===== src/rtl/pcf_pkg.sv =====
`timescale 1ns / 1ps
// ----------------------------------------------------------------------------
// pcf_pkg
// Shared constants, types and palette table for the palette hold and
// crossfade block.
// ----------------------------------------------------------------------------
package pcf_pkg;

    localparam int PALETTE_ENTRIES = 10;
    localparam int FADE_MS         = 2000;
    localparam int HOLD_RESET      = 3000;

    localparam int ROM_SIZE  = 10;
    localparam int TIMER_W   = 17;
    localparam int TIMER_MAX = (1 << TIMER_W) - 1;
    localparam int DT_W      = 10;
    localparam int HOLD_W    = 16;
    localparam int INDEX_W   = 4;
    localparam int CHAN_W    = 8;
    localparam int CHANNELS  = 6;

    localparam int SLOT_W = $clog2(ROM_SIZE);
    // blend weight runs 0..FADE_MS
    localparam int TW     = $clog2(FADE_MS + 1);
    // weighted sum c*(F-t) + n*t stays below 256*F
    localparam int NUM_W  = $clog2(255 * FADE_MS + 1);
    // exact floor division by FADE_MS through a rounded-up reciprocal
    localparam int  DIV_SHIFT = NUM_W + $clog2(FADE_MS);
    localparam longint RECIP  = ((64'd1 << DIV_SHIFT) + FADE_MS - 1) / FADE_MS;
    localparam int  RECIP_W   = $clog2(RECIP + 1);
    localparam int  PROD_W    = NUM_W + RECIP_W;

    // configuration port
    localparam int APB_ADDR_W = 3;
    localparam int APB_DATA_W = 32;
    localparam logic [APB_ADDR_W-3:0] REG_HOLD_TIME = '0;

    typedef logic [SLOT_W-1:0]  slot_t;
    typedef logic [INDEX_W-1:0] index_t;
    typedef logic [CHAN_W-1:0]  chan_t;
    typedef logic [CHANNELS*CHAN_W-1:0] pair_t;

    // registered with the phase update of the same tick, ready for blending
    typedef struct packed {
        slot_t            cur_slot;
        slot_t            nxt_slot;
        logic [TW-1:0]    weight;
        logic             fade;
        index_t           index;
    } pcf_step_t;

    // {first r, g, b, second r, g, b}
    localparam pair_t PALETTE_ROM [ROM_SIZE] = '{
        {8'd184, 8'd0,   8'd184, 8'd107, 8'd0,   8'd184},
        {8'd107, 8'd0,   8'd184, 8'd31,  8'd0,   8'd184},
        {8'd31,  8'd0,   8'd184, 8'd0,   8'd46,  8'd184},
        {8'd0,   8'd46,  8'd184, 8'd0,   8'd123, 8'd184},
        {8'd0,   8'd123, 8'd184, 8'd0,   8'd184, 8'd169},
        {8'd7,   8'd154, 8'd90,  8'd46,  8'd184, 8'd82},
        {8'd169, 8'd184, 8'd0,   8'd184, 8'd123, 8'd0},
        {8'd184, 8'd123, 8'd0,   8'd184, 8'd46,  8'd0},
        {8'd184, 8'd46,  8'd0,   8'd184, 8'd0,   8'd31},
        {8'd184, 8'd28,  8'd70,  8'd154, 8'd0,   8'd89}
    };

    function automatic index_t next_index(input index_t idx);
        index_t n;
        begin
            n = idx + 1'b1;
            next_index = ({1'b0, n} >= (INDEX_W + 1)'(PALETTE_ENTRIES)) ? '0 : n;
        end
    endfunction

    // index mod ROM_SIZE, index is below twice the table size
    function automatic slot_t rom_slot(input index_t idx);
        begin
            if ({1'b0, idx} >= (INDEX_W + 1)'(ROM_SIZE))
                rom_slot = SLOT_W'(idx - INDEX_W'(ROM_SIZE));
            else
                rom_slot = SLOT_W'(idx);
        end
    endfunction

endpackage


===== src/rtl/pcf_sequencer.sv =====
`timescale 1ns / 1ps
// ----------------------------------------------------------------------------
// pcf_sequencer
// Phase timer, hold/fade phase and palette index; registers one step
// word per accepted tick.
// ----------------------------------------------------------------------------
module pcf_sequencer
    import pcf_pkg::*;
(
    input  logic               clk,
    input  logic               rst_n,
    input  logic               accept,
    input  logic [DT_W-1:0]    elapsed_ms,
    input  logic [HOLD_W-1:0]  hold_time,
    output pcf_step_t          step
);

    logic [TIMER_W-1:0] timer_reg, timer_next;
    logic               fade_reg, fade_next;
    index_t             index_reg, index_next;
    pcf_step_t          step_reg, step_next;

    logic [TIMER_W:0]   sum;
    logic [TIMER_W-1:0] sat;
    logic               blend;

    always_comb
    begin
        sum = {1'b0, timer_reg} + (TIMER_W + 1)'(elapsed_ms);
        sat = (sum > (TIMER_W + 1)'(TIMER_MAX)) ? TIMER_W'(TIMER_MAX) : sum[TIMER_W-1:0];

        timer_next = sat;
        fade_next  = fade_reg;
        index_next = index_reg;
        blend      = 1'b0;

        if (!fade_reg)
        begin
            if (sat > TIMER_W'(hold_time))
            begin
                timer_next = '0;
                fade_next  = 1'b1;
            end
        end
        else if (sat > TIMER_W'(FADE_MS))
        begin
            timer_next = '0;
            fade_next  = 1'b0;
            index_next = next_index(index_reg);
        end
        else
        begin
            blend = 1'b1;
        end

        step_next.cur_slot = rom_slot(index_next);
        step_next.nxt_slot = rom_slot(next_index(index_next));
        // weight zero leaves the current color untouched
        step_next.weight   = blend ? sat[TW-1:0] : '0;
        step_next.fade     = fade_next;
        step_next.index    = index_next;
    end

    always_ff @(posedge clk or negedge rst_n)
    begin
        if (!rst_n)
        begin
            timer_reg <= '0;
            fade_reg  <= 1'b0;
            index_reg <= '0;
        end
        else if (accept)
        begin
            timer_reg <= timer_next;
            fade_reg  <= fade_next;
            index_reg <= index_next;
        end
    end

    always_ff @(posedge clk)
    begin
        if (accept)
            step_reg <= step_next;
    end

    assign step = step_reg;

endmodule


===== src/rtl/pcf_blend.sv =====
`timescale 1ns / 1ps
// ----------------------------------------------------------------------------
// pcf_blend
// Two-stage color mix: weighted sum per channel, then exact division by
// the fade length through a reciprocal multiply.
// ----------------------------------------------------------------------------
module pcf_blend
    import pcf_pkg::*;
(
    input  logic       clk,
    input  pcf_step_t  step,
    input  logic       load_mix,
    input  logic       load_out,
    output pair_t      colors,
    output logic       fading,
    output index_t     palette_index
);

    logic [NUM_W-1:0]  mix_reg  [CHANNELS];
    logic [NUM_W-1:0]  mix_next [CHANNELS];
    logic              fade_mix_reg;
    index_t            index_mix_reg;

    chan_t             chan_reg  [CHANNELS];
    chan_t             chan_next [CHANNELS];
    logic              fade_out_reg;
    index_t            index_out_reg;

    pair_t             cur_pair;
    pair_t             nxt_pair;
    logic [TW-1:0]     keep;
    logic [PROD_W-1:0] prod [CHANNELS];

    always_comb
    begin
        cur_pair = PALETTE_ROM[step.cur_slot];
        nxt_pair = PALETTE_ROM[step.nxt_slot];
        keep     = TW'(FADE_MS) - step.weight;
        for (int j = 0; j < CHANNELS; j++)
        begin
            mix_next[j] = NUM_W'(cur_pair[(CHANNELS-1-j)*CHAN_W +: CHAN_W]) * NUM_W'(keep)
                        + NUM_W'(nxt_pair[(CHANNELS-1-j)*CHAN_W +: CHAN_W])
                        * NUM_W'(step.weight);
        end
    end

    always_comb
    begin
        for (int j = 0; j < CHANNELS; j++)
        begin
            prod[j]      = PROD_W'(mix_reg[j]) * PROD_W'(RECIP);
            chan_next[j] = prod[j][DIV_SHIFT +: CHAN_W];
        end
    end

    always_ff @(posedge clk)
    begin
        if (load_mix)
        begin
            mix_reg       <= mix_next;
            fade_mix_reg  <= step.fade;
            index_mix_reg <= step.index;
        end
        if (load_out)
        begin
            chan_reg      <= chan_next;
            fade_out_reg  <= fade_mix_reg;
            index_out_reg <= index_mix_reg;
        end
    end

    always_comb
    begin
        for (int j = 0; j < CHANNELS; j++)
            colors[(CHANNELS-1-j)*CHAN_W +: CHAN_W] = chan_reg[j];
    end

    assign fading        = fade_out_reg;
    assign palette_index = index_out_reg;

endmodule


===== src/rtl/palette_hold_and_crossfade.sv =====
`timescale 1ns / 1ps
// ----------------------------------------------------------------------------
// palette_hold_and_crossfade
// Steps through a table of color pairs, holding each pair and then
// crossfading to the next one as ticks of elapsed time arrive.
// ----------------------------------------------------------------------------
// path: an accepted tick passes the step register, mix register and
//   result register before its word shows in result_valid
// throughput: one tick per cycle while tick_stall is low; while a finished
//   word waits on result_stall the step and mix registers still take up to two more ticks
// reset: rst_n clears timer, phase, index and valid bits; hold_time
//   returns to 3000 ms
// ----------------------------------------------------------------------------
module palette_hold_and_crossfade
    import pcf_pkg::*;
(
    input  logic                  clk,
    input  logic                  rst_n,

    input  logic                  psel,
    input  logic                  penable,
    input  logic                  pwrite,
    input  logic [APB_ADDR_W-1:0] paddr,
    input  logic [APB_DATA_W-1:0] pwdata,
    output logic [APB_DATA_W-1:0] prdata,
    output logic                  pready,

    input  logic                  tick_valid,
    output logic                  tick_stall,
    input  logic [DT_W-1:0]       elapsed_ms,

    output logic                  result_valid,
    input  logic                  result_stall,
    output logic [CHAN_W-1:0]     first_red,
    output logic [CHAN_W-1:0]     first_green,
    output logic [CHAN_W-1:0]     first_blue,
    output logic [CHAN_W-1:0]     second_red,
    output logic [CHAN_W-1:0]     second_green,
    output logic [CHAN_W-1:0]     second_blue,
    output logic                  fading,
    output logic [INDEX_W-1:0]    palette_index
);

    logic [HOLD_W-1:0] hold_time_reg;
    logic              cfg_write;

    logic              step_valid_reg;
    logic              mix_valid_reg;
    logic              out_valid_reg;
    logic              out_ready, load_out, load_mix, step_ready, accept;

    pcf_step_t         step;
    pair_t             colors;

    // configuration register
    assign pready    = 1'b1;
    assign cfg_write = psel && penable && pwrite
                    && (paddr[APB_ADDR_W-1:2] == REG_HOLD_TIME);
    assign prdata    = (paddr[APB_ADDR_W-1:2] == REG_HOLD_TIME)
                     ? APB_DATA_W'(hold_time_reg) : '0;

    always_ff @(posedge clk or negedge rst_n)
    begin
        if (!rst_n)
            hold_time_reg <= HOLD_W'(HOLD_RESET);
        else if (cfg_write)
            hold_time_reg <= pwdata[HOLD_W-1:0];
    end

    // pipeline flow: a stage moves when the one after it is empty or moving
    assign out_ready  = !out_valid_reg || !result_stall;
    assign load_out   = mix_valid_reg && out_ready;
    assign load_mix   = step_valid_reg && (!mix_valid_reg || load_out);
    assign step_ready = !step_valid_reg || load_mix;
    assign accept     = tick_valid && step_ready;
    assign tick_stall = !step_ready;

    always_ff @(posedge clk or negedge rst_n)
    begin
        if (!rst_n)
        begin
            step_valid_reg <= 1'b0;
            mix_valid_reg  <= 1'b0;
            out_valid_reg  <= 1'b0;
        end
        else
        begin
            step_valid_reg <= accept || (step_valid_reg && !load_mix);
            mix_valid_reg  <= load_mix || (mix_valid_reg && !load_out);
            out_valid_reg  <= load_out || (out_valid_reg && result_stall);
        end
    end

    pcf_sequencer u_sequencer (
        .clk        (clk),
        .rst_n      (rst_n),
        .accept     (accept),
        .elapsed_ms (elapsed_ms),
        .hold_time  (hold_time_reg),
        .step       (step)
    );

    pcf_blend u_blend (
        .clk           (clk),
        .step          (step),
        .load_mix      (load_mix),
        .load_out      (load_out),
        .colors        (colors),
        .fading        (fading),
        .palette_index (palette_index)
    );

    assign result_valid = out_valid_reg;
    assign first_red    = colors[6*CHAN_W-1 -: CHAN_W];
    assign first_green  = colors[5*CHAN_W-1 -: CHAN_W];
    assign first_blue   = colors[4*CHAN_W-1 -: CHAN_W];
    assign second_red   = colors[3*CHAN_W-1 -: CHAN_W];
    assign second_green = colors[2*CHAN_W-1 -: CHAN_W];
    assign second_blue  = colors[CHAN_W-1 -: CHAN_W];

`ifndef SYNTHESIS
    a_index_in_range: assert property (@(posedge clk) disable iff (!rst_n)
        result_valid |-> ({1'b0, palette_index} < (INDEX_W + 1)'(PALETTE_ENTRIES)))
        else $error("palette index beyond palette size");

    a_accept_fills_step: assert property (@(posedge clk) disable iff (!rst_n)
        accept |=> step_valid_reg)
        else $error("accepted tick lost in step stage");

    a_stall_only_when_full: assert property (@(posedge clk) disable iff (!rst_n)
        tick_stall |-> (step_valid_reg && mix_valid_reg && out_valid_reg && result_stall))
        else $error("tick stalled with room in pipeline");

    a_word_drains: assert property (@(posedge clk) disable iff (!rst_n)
        (result_valid && !result_stall && !mix_valid_reg) |=> !result_valid)
        else $error("result word repeated");
`endif

endmodule


===== config.mk =====
export PLATFORM = sky130hd
export DESIGN_NAME = palette_hold_and_crossfade
export DESIGN_NICKNAME = d
export VERILOG_FILES = /design/src/rtl/pcf_pkg.sv /design/src/rtl/pcf_sequencer.sv /design/src/rtl/pcf_blend.sv /design/src/rtl/palette_hold_and_crossfade.sv
export SDC_FILE = /design/constraint.sdc
export NUM_CORES = 2
export LEC_CHECK = 0
export BUFFER_PORTS_ARGS = -buffer_cell sky130_fd_sc_hd__buf_2
export CAP_MARGIN = 20
export CORE_MARGIN = 5
export CORE_UTILIZATION = 50
export DETAILED_ROUTE_END_ITERATION = 12
export PLACE_DENSITY = 0.68
export SLEW_MARGIN = 15
export SYNTH_ARGS = -nofsm -noshare
export SYNTH_HDL_FRONTEND = slang
export SYNTH_SLANG_ARGS = --single-unit

===== constraint.sdc =====
create_clock -name clk -period 7.55 [get_ports clk]
set_clock_uncertainty 0.15 [all_clocks]
set_input_delay 0.3775 -clock clk [delete_from_list [all_inputs] [get_ports clk]]
set_output_delay 0.3775 -clock clk [all_outputs]
set_load 0.02 [all_outputs]

# --- After elaboration in Yosys (flattened, before gate mapping) ---
# Memories as Yosys holds them, arrays and structs flattened.
# Cells that the tools add are included.
word_totals:
  elab_cells: 113
  register_bits: 237
  latch_bits: 0
  out_inout_bits: 88
  romBits: 1536
  ramBits: 0
  memories: 2
memory_table:
  columns: ["name", "words", "width", "read_ports", "rd_ports_with_merged_regs", "write_ports", "line", "text"]
  rows:
  - ["(name not given)", 16, 48, 1, 0, 0, "pcf_blend.sv:36", "cur_pair = PALETTE_ROM[step.cur_slot];"]
  - ["(name not given)", 16, 48, 1, 0, 0, "pcf_blend.sv:37", "nxt_pair = PALETTE_ROM[step.nxt_slot];"]
classes:
  addsub: 12
  order_cmp: 9
  div_mod_pow: 0
  n_mul: 18
  n_mux: 19
  shifts: 0
  n_eq_ne: 0
  bitwise: 3
  n_reduce_logical: 22
ops:
  columns: ["operator", "n"]
  rows:
  - ["multiplier 19 x 20 -> 38 bit, second input constant", 6]
  - ["multiplier 8 x 11 -> 19 bit", 12]
  - ["2-to-1 mux 48 bit", 4]
  - ["adder 19 bit", 6]
  - ["2-to-1 mux 17 bit", 4]
  - ["2-to-1 mux 4 bit", 6]
  - ["adder 17 x 10 -> 18 bit", 1]
  - ["> comparator 18 x 17 -> 1 bit, second input constant", 1]
  - ["> comparator 17 x 11 -> 1 bit, second input constant", 1]
  - ["> comparator 17 x 16 -> 1 bit", 1]
  - [">= comparator 4 bit, second input constant", 4]
  - ["2-to-1 mux 16 bit", 1]
  - ["subtractor 11 bit, first input constant", 1]
  - [">= comparator 5 bit, second input constant", 2]
  - ["NOT 4 -> 5 bit", 2]
  - ["logical AND 1 bit", 9]
  - ["adder 4 x 1 -> 4 bit, second input constant", 2]
  - ["subtractor 4 bit, second input constant", 2]
  - ["logical NOT 1 bit", 7]
  - ["logical OR 1 bit", 6]
  - ["2-to-1 mux 1 bit", 4]
  - ["NOT 1 bit", 1]

# --- Depth between registers and ports, before layout ---
depth:
  depth_word: 11
  ltp_mapped: 30
  depth_no_buf: 28

# --- Cells and area by module ---
# Synthesis repeated with hierarchy kept, for this count alone.
hier_totals:
  cells_unflattened: 7460
  hier_area_um2: 71496.1
by_module_without_submodules:
  columns: ["mod", "area_per_inst_um2", "cells_per_inst", "n_inst", "seq_area_each_um2"]
  rows:
  - ["pcf_blend", 67135.6, 7018, 1, 5134.9]
  - ["pcf_sequencer", 3321.9, 360, 1, 1241.2]
  - ["palette_hold_and_crossfade", 1038.5, 82, 1, 484.2]

# --- Worst setup path after synthesis ---
# OpenSTA, ideal clock, no wires.
synth_timing:
  path_type: "register -> register"
  start: "register u_sequencer.step_reg, in the netlist u_sequencer.step[6]"
  end: "register u_blend.mix_reg[37] (netlist bit) (data pin)"
  n_path_buf: 3
  arrival_ps: 7866
  setup_slack_ps: -726
  path_stages_with_launch: 29
  required_ps: 7140
  setup_ps: 260
  cell_sequence: "edfxtp_1 -> clkbuf_1 -> inv_1 -> clkbuf_1 -> ha_1 -> nor3b_1 -> nor2b_1 -> nor2_1 -> xor2_1 -> clkbuf_1 -> nand2_1 -> fa_1 -> inv_1 -> fa_1 -> inv_1 -> fa_1 -> fa_1 -> fa_1 -> fa_1 -> inv_1 -> ha_1 -> a21oi_1 -> o21bai_1 -> a211o_1 -> a2111oi_0 -> nor3_1 -> a2111o_1 -> a21oi_1 -> xnor2_1"
synth_rtl:
  columns: ["item", "line", "text"]
  rows:
  - ["start: declaration", "pcf_sequencer.sv:21", "pcf_step_t step_reg, step_next;"]
  - ["start signal: assignment", "pcf_sequencer.sv:83", "step_reg <= step_next;"]
  - ["end signal: assignment", "pcf_blend.sv:60", "mix_reg <= mix_next;"]
  - ["end: declaration", "pcf_blend.sv:19", "logic [NUM_W-1:0] mix_reg [CHANNELS];"]

==> results_tabular.tex <==
\begin{tabular}{lr}
\hline
Metric & Value \\
\hline
\multicolumn{2}{l}{\textbf{Setup path}} \\
\quad R2R cell count & 27 \\
\quad Setup slack of the worst register-to-register path & 0.27 ns \\
\quad Terminus of the critical flop-to-flop path & u\_blend.mix\_reg[75] \\
\quad Critical-path maximum fanout & 13 \\
\quad Data arrival time of the critical path & approximately 7.5 ns \\
\quad Crit Reg-Reg Startpoint & u\_sequencer.step[16] \\
\quad Critical path type & register to register \\
\quad Worst EP required & between 7 and 8 ns \\
\quad Crit end category & register \\
\quad Critical path launch point type & register \\
\quad Launch point of the critical path & u\_sequencer.step[16] \\
\multicolumn{2}{l}{\textbf{Min path}} \\
\quad Number of instances on the worst hold path & 4 \\
\quad HP Start & elapsed\_ms[0] \\
\quad Worst Hold Class & input pin to register \\
\quad Terminating pin of the worst hold path & u\_sequencer.timer\_reg[0] \\
\multicolumn{2}{l}{\textbf{Clocking}} \\
\quad Clock transition at the registers of the reported paths & 0.06 ns \\
\quad Number of buffers created by CTS & 35 \\
\quad Clock Tree Buf Depth & 3 \\
\quad Master cell of the clock root buffer & sky130\_fd\_sc\_hd\_\_clkbuf\_16 \\
\quad Clock tree from TritonCTS & done \\
\quad H-Tree Depth & 2 \\
\quad Worst-Skew Late Latency & 0.60 ns \\
\quad Clock sink count & approximately 240 \\
\multicolumn{2}{l}{\textbf{Place}} \\
\quad Total half-perimeter wirelength after legalization and detailed placement & roughly 150000 um \\
\quad Count of buffers inserted at the top-level ports & about 100 \\
\quad Number of cells in the design after placement & 9143 \\
\quad Final estimated routing congestion in global placement & 0.977 \\
\multicolumn{2}{l}{\textbf{Die}} \\
\quad Horizontal die dimension & 383 um \\
\quad Floorplan die area & 0.147 mm2 \\
\quad Row cnt & $\sim$140 \\
\quad Initial Util & 0.501 \\
\quad Die H & 383 um \\
\quad I/O pin total & 140 \\
\quad Area of the placeable core & roughly 0.14 mm2 \\
\multicolumn{2}{l}{\textbf{Synth}} \\
\quad Post-synthesis sequential element count & 235 \\
\quad Warnings, synthesis & 0 \\
\quad Predominant post-synthesis flop cell & sky130\_fd\_sc\_hd\_\_edfxtp\_1 \\
\quad Yosys top cell area share & 0.367 \\
\quad Fraction of synthesized area in multiplexers & 0.00420 \\
\quad Top cells by area in the synthesized netlist & sky130\_fd\_sc\_hd\_\_fa\_1 37\%, sky130\_fd\_sc\_hd\_\_ha\_1 25\%, sky130\_fd\_sc\_hd\_\_inv\_1 11\%, sky130\_fd\_sc\_hd\_\_edfxtp\_1 8.4\%, sky130\_fd\_sc\_hd\_\_nand2\_1 2.2\% \\
\quad Cell count after synthesis & 7101 \\
\quad Library cells used by synthesis & 75 \\
\quad Number of flops mapped to enable cells by yosys & 194 \\
\quad Dominant combinational cell family by area after synthesis & adder cells \\
\quad Most frequent cells after synthesis & 1954 x sky130\_fd\_sc\_hd\_\_inv\_1, 1402 x sky130\_fd\_sc\_hd\_\_ha\_1, 1279 x sky130\_fd\_sc\_hd\_\_fa\_1 \\
\quad Fraction of the mapped netlist area in adder cells & 0.619 \\
\quad Compound-gate portion of the synthesized area & 0.0480 \\
\quad Library cell with the largest summed area after synthesis & sky130\_fd\_sc\_hd\_\_fa\_1 \\
\quad Simple logic cell fraction of the synthesized area & 0.0913 \\
\quad Post-synthesis share of cell area spent on xor and xnor gates & 0.0234 \\
\quad Most instantiated library cell after synthesis & sky130\_fd\_sc\_hd\_\_inv\_1 \\
\quad Share of the yosys chip area belonging to registers & 0.0984 \\
\quad Syn Std Cell Area & 0.0697 mm2 \\
\quad Post-synth ARST share & 0.174 \\
\quad Post-Synthesis Mean Instance Area & a little under 10 um2 \\
\multicolumn{2}{l}{\textbf{Timing}} \\
\quad Setup TNS after final layout & 0 ns \\
\quad Hold WS & 0.219 ns \\
\quad Final count of negative-setup-slack endpoints & 0 \\
\quad Fraction of the cycle the final worst path needs & 0.964 \\
\quad Worst rel slew slack & 0.356 \\
\quad Fmax & 0.137 GHz \\
\quad Tmin final & 7.28 ns \\
\quad Number of endpoints with negative hold slack in the final report & 0 \\
\quad Total count of max-transition violations in the final report & 0 \\
\quad Actual slew at the worst max-slew pin & 0.966 ns \\
\multicolumn{2}{l}{\textbf{Route}} \\
\quad Number of vias per cell & 5.18 \\
\quad Wire length per cell after detailed routing & between 15 and 20 um \\
\quad DRT antenna net count & 0 \\
\quad TritonRoute pass-1 iters & 6 \\
\quad Final routed wirelength across all metal layers & 169000 um \\
\quad Vias post-DR & 47.9k \\
\quad Initial detailed-routing violation count & between 2k and 3k \\
\quad Number of remaining DRC errors & 0 \\
\multicolumn{2}{l}{\textbf{Global route}} \\
\quad Maximum number of pins on one net before global-route repair & 62 \\
\quad Overall overflow remaining after global route & 0 \\
\quad Total GRT Usage & 0.239 \\
\quad Initial antenna violation count & 2 \\
\quad Wire length of the first global-routing pass & 280000 um \\
\quad Number of global-route vias before repair & 53.1k \\
\multicolumn{2}{l}{\textbf{Status}} \\
\quad Outcome & completed \\
\multicolumn{2}{l}{\textbf{Layout}} \\
\quad Share of cells above drive strength 1 & 0.0708 \\
\quad Layout overhead on the synthesized area & 8.35\% \\
\quad Final layout net count & 10.1k \\
\quad Largest register FFs & $\sim$110 \\
\quad Non-filler cells, final & between 9k and 10k \\
\multicolumn{2}{l}{\textbf{Job}} \\
\quad Max\_cap viols & 0 \\
\hline
\end{tabular}
[per-layer routing]
| layer | part of all wire | GRT usage | vias to the layer above |
|---|---|---|---|
| met4 | 0.034 | 0.0717 | 2 |
| li1 | - | - | 22200 |
| met3 | 0.061 | 0.0340 | 347 |
| met5 | 0.000071 | 0 | - |
| met2 | 0.48 | 0.406 | 1271 |
| met1 | 0.42 | 0.319 | 24000 |
[cell usage in the layout, fill, tap and decap left out, types with 8 or more instances in the layout]
cell	n
sky130_fd_sc_hd__buf_2	104
sky130_fd_sc_hd__mux2_2	18
sky130_fd_sc_hd__ha_1	1400
sky130_fd_sc_hd__a21oi_1	139
sky130_fd_sc_hd__a21o_1	57
sky130_fd_sc_hd__and3_1	37
sky130_fd_sc_hd__inv_1	1953
sky130_fd_sc_hd__nand4_1	17
sky130_fd_sc_hd__a21oi_2	16
sky130_fd_sc_hd__nand2_1	400
sky130_fd_sc_hd__nor3_1	54
sky130_fd_sc_hd__nor2b_1	107
sky130_fd_sc_hd__nand3_1	48
sky130_fd_sc_hd__xor2_1	34
sky130_fd_sc_hd__o21a_1	39
sky130_fd_sc_hd__nor2_1	360
sky130_fd_sc_hd__dfrtp_1	34
sky130_fd_sc_hd__or2_2	20
sky130_fd_sc_hd__buf_4	224
sky130_fd_sc_hd__o211ai_1	13
sky130_fd_sc_hd__fa_1	1279
sky130_fd_sc_hd__conb_1	17
sky130_fd_sc_hd__o2111ai_1	10
sky130_fd_sc_hd__o21bai_1	31
sky130_fd_sc_hd__xnor2_1	137
sky130_fd_sc_hd__clkbuf_16	36
sky130_fd_sc_hd__a211o_1	9
sky130_fd_sc_hd__dlygate4sd3_1	20
sky130_fd_sc_hd__nand2b_1	32
sky130_fd_sc_hd__o21ai_0	96
sky130_fd_sc_hd__a31oi_1	12
sky130_fd_sc_hd__edfxtp_1	194
sky130_fd_sc_hd__and2_1	224
sky130_fd_sc_hd__or3_1	8
sky130_fd_sc_hd__o31a_1	11
sky130_fd_sc_hd__a211oi_1	8
[how the worst max path moves through the flow]
stage	end	slack, ns	depth (start not counted)
after floorplan	u_blend.mix_reg[37]	-0.002	28
after global placement	u_blend.mix_reg[113]	0.10	27
after detailed placement	u_blend.mix_reg[18]	0.02	26
after CTS	u_blend.mix_reg[75]	0.01	28
after global routing	u_blend.mix_reg[55]	-0.02	29
final	u_blend.mix_reg[75]	0.27	27
[layout make-up]
| class | instances | area, um2 |
|---|---|---|
| inverter | 1957 | 7350 |
| fill | 12400 | 63500 |
| clock buffer | 39 | 922 |
| tap | 1876 | 2350 |
| timing repair buffer | 360 | 2590 |
| antenna | 1 | 2.50 |
| sequential | 235 | 6860 |
| clock inverter | 23 | 260 |
| multi-input combinational | 4756 | 55200 |
[worst max-delay path, stage by stage (launching register included)]
cell and delay (ns):
sky130_fd_sc_hd__edfxtp_1 0.49, sky130_fd_sc_hd__buf_4 0.19, sky130_fd_sc_hd__ha_1 0.22, sky130_fd_sc_hd__nand2_1 0.17
sky130_fd_sc_hd__o21ai_0 0.10, sky130_fd_sc_hd__buf_4 0.22, sky130_fd_sc_hd__and2_1 0.24, sky130_fd_sc_hd__fa_1 0.59
sky130_fd_sc_hd__inv_1 0.06, sky130_fd_sc_hd__fa_1 0.49, sky130_fd_sc_hd__inv_1 0.05, sky130_fd_sc_hd__fa_1 0.50
sky130_fd_sc_hd__inv_1 0.06, sky130_fd_sc_hd__fa_1 0.46, sky130_fd_sc_hd__fa_1 0.49, sky130_fd_sc_hd__inv_1 0.05
sky130_fd_sc_hd__fa_1 0.44, sky130_fd_sc_hd__ha_1 0.32, sky130_fd_sc_hd__a21oi_2 0.19, sky130_fd_sc_hd__o21bai_1 0.10
sky130_fd_sc_hd__a21oi_2 0.17, sky130_fd_sc_hd__o21bai_1 0.09, sky130_fd_sc_hd__a21oi_2 0.16, sky130_fd_sc_hd__o21bai_1 0.10
sky130_fd_sc_hd__a2111o_1 0.44, sky130_fd_sc_hd__a31o_2 0.25, sky130_fd_sc_hd__a21oi_2 0.14, sky130_fd_sc_hd__xnor2_1 0.07
[repair_timing]
action                                 in CTS  in global routing
cloned                                      0                  0
pin swaps                                   0                 10
resized for setup                           2                 43
buffers inserted                            0                 21
setup endpoints to repair                   2                 23
hold buffers                               20                  0
endpoints found under the hold margin      53                  0
[stage by stage]
| stage | utilization | worst slack (ns) | cell area (um2) |
|---|---|---|---|
| floorplan | - | -0.00203 | 69800 |
| global placement | 0.531 | 0.103 | 73800 |
| detailed placement | 0.531 | 0.0211 | 73800 |
| CTS | 0.541 | 0.0109 | 75200 |
| global route | 0.543 | -0.0191 | 75500 |
| finish | 0.543 | 0.270 | 75500 |
[logic make-up (layout without fill, tap and decap cells)]
group,after synthesis,after routing
buf+inv,2125,2379
other cells,2,18
xor+xnor,186,186
flops,235,235
compound gates,507,507
mux,26,26
fa+ha+maj,2681,2681
simple gates,1339,1339
Power is not shown: default switching activity piles up to over one toggle a cycle in this logic, so the estimate is an artifact.
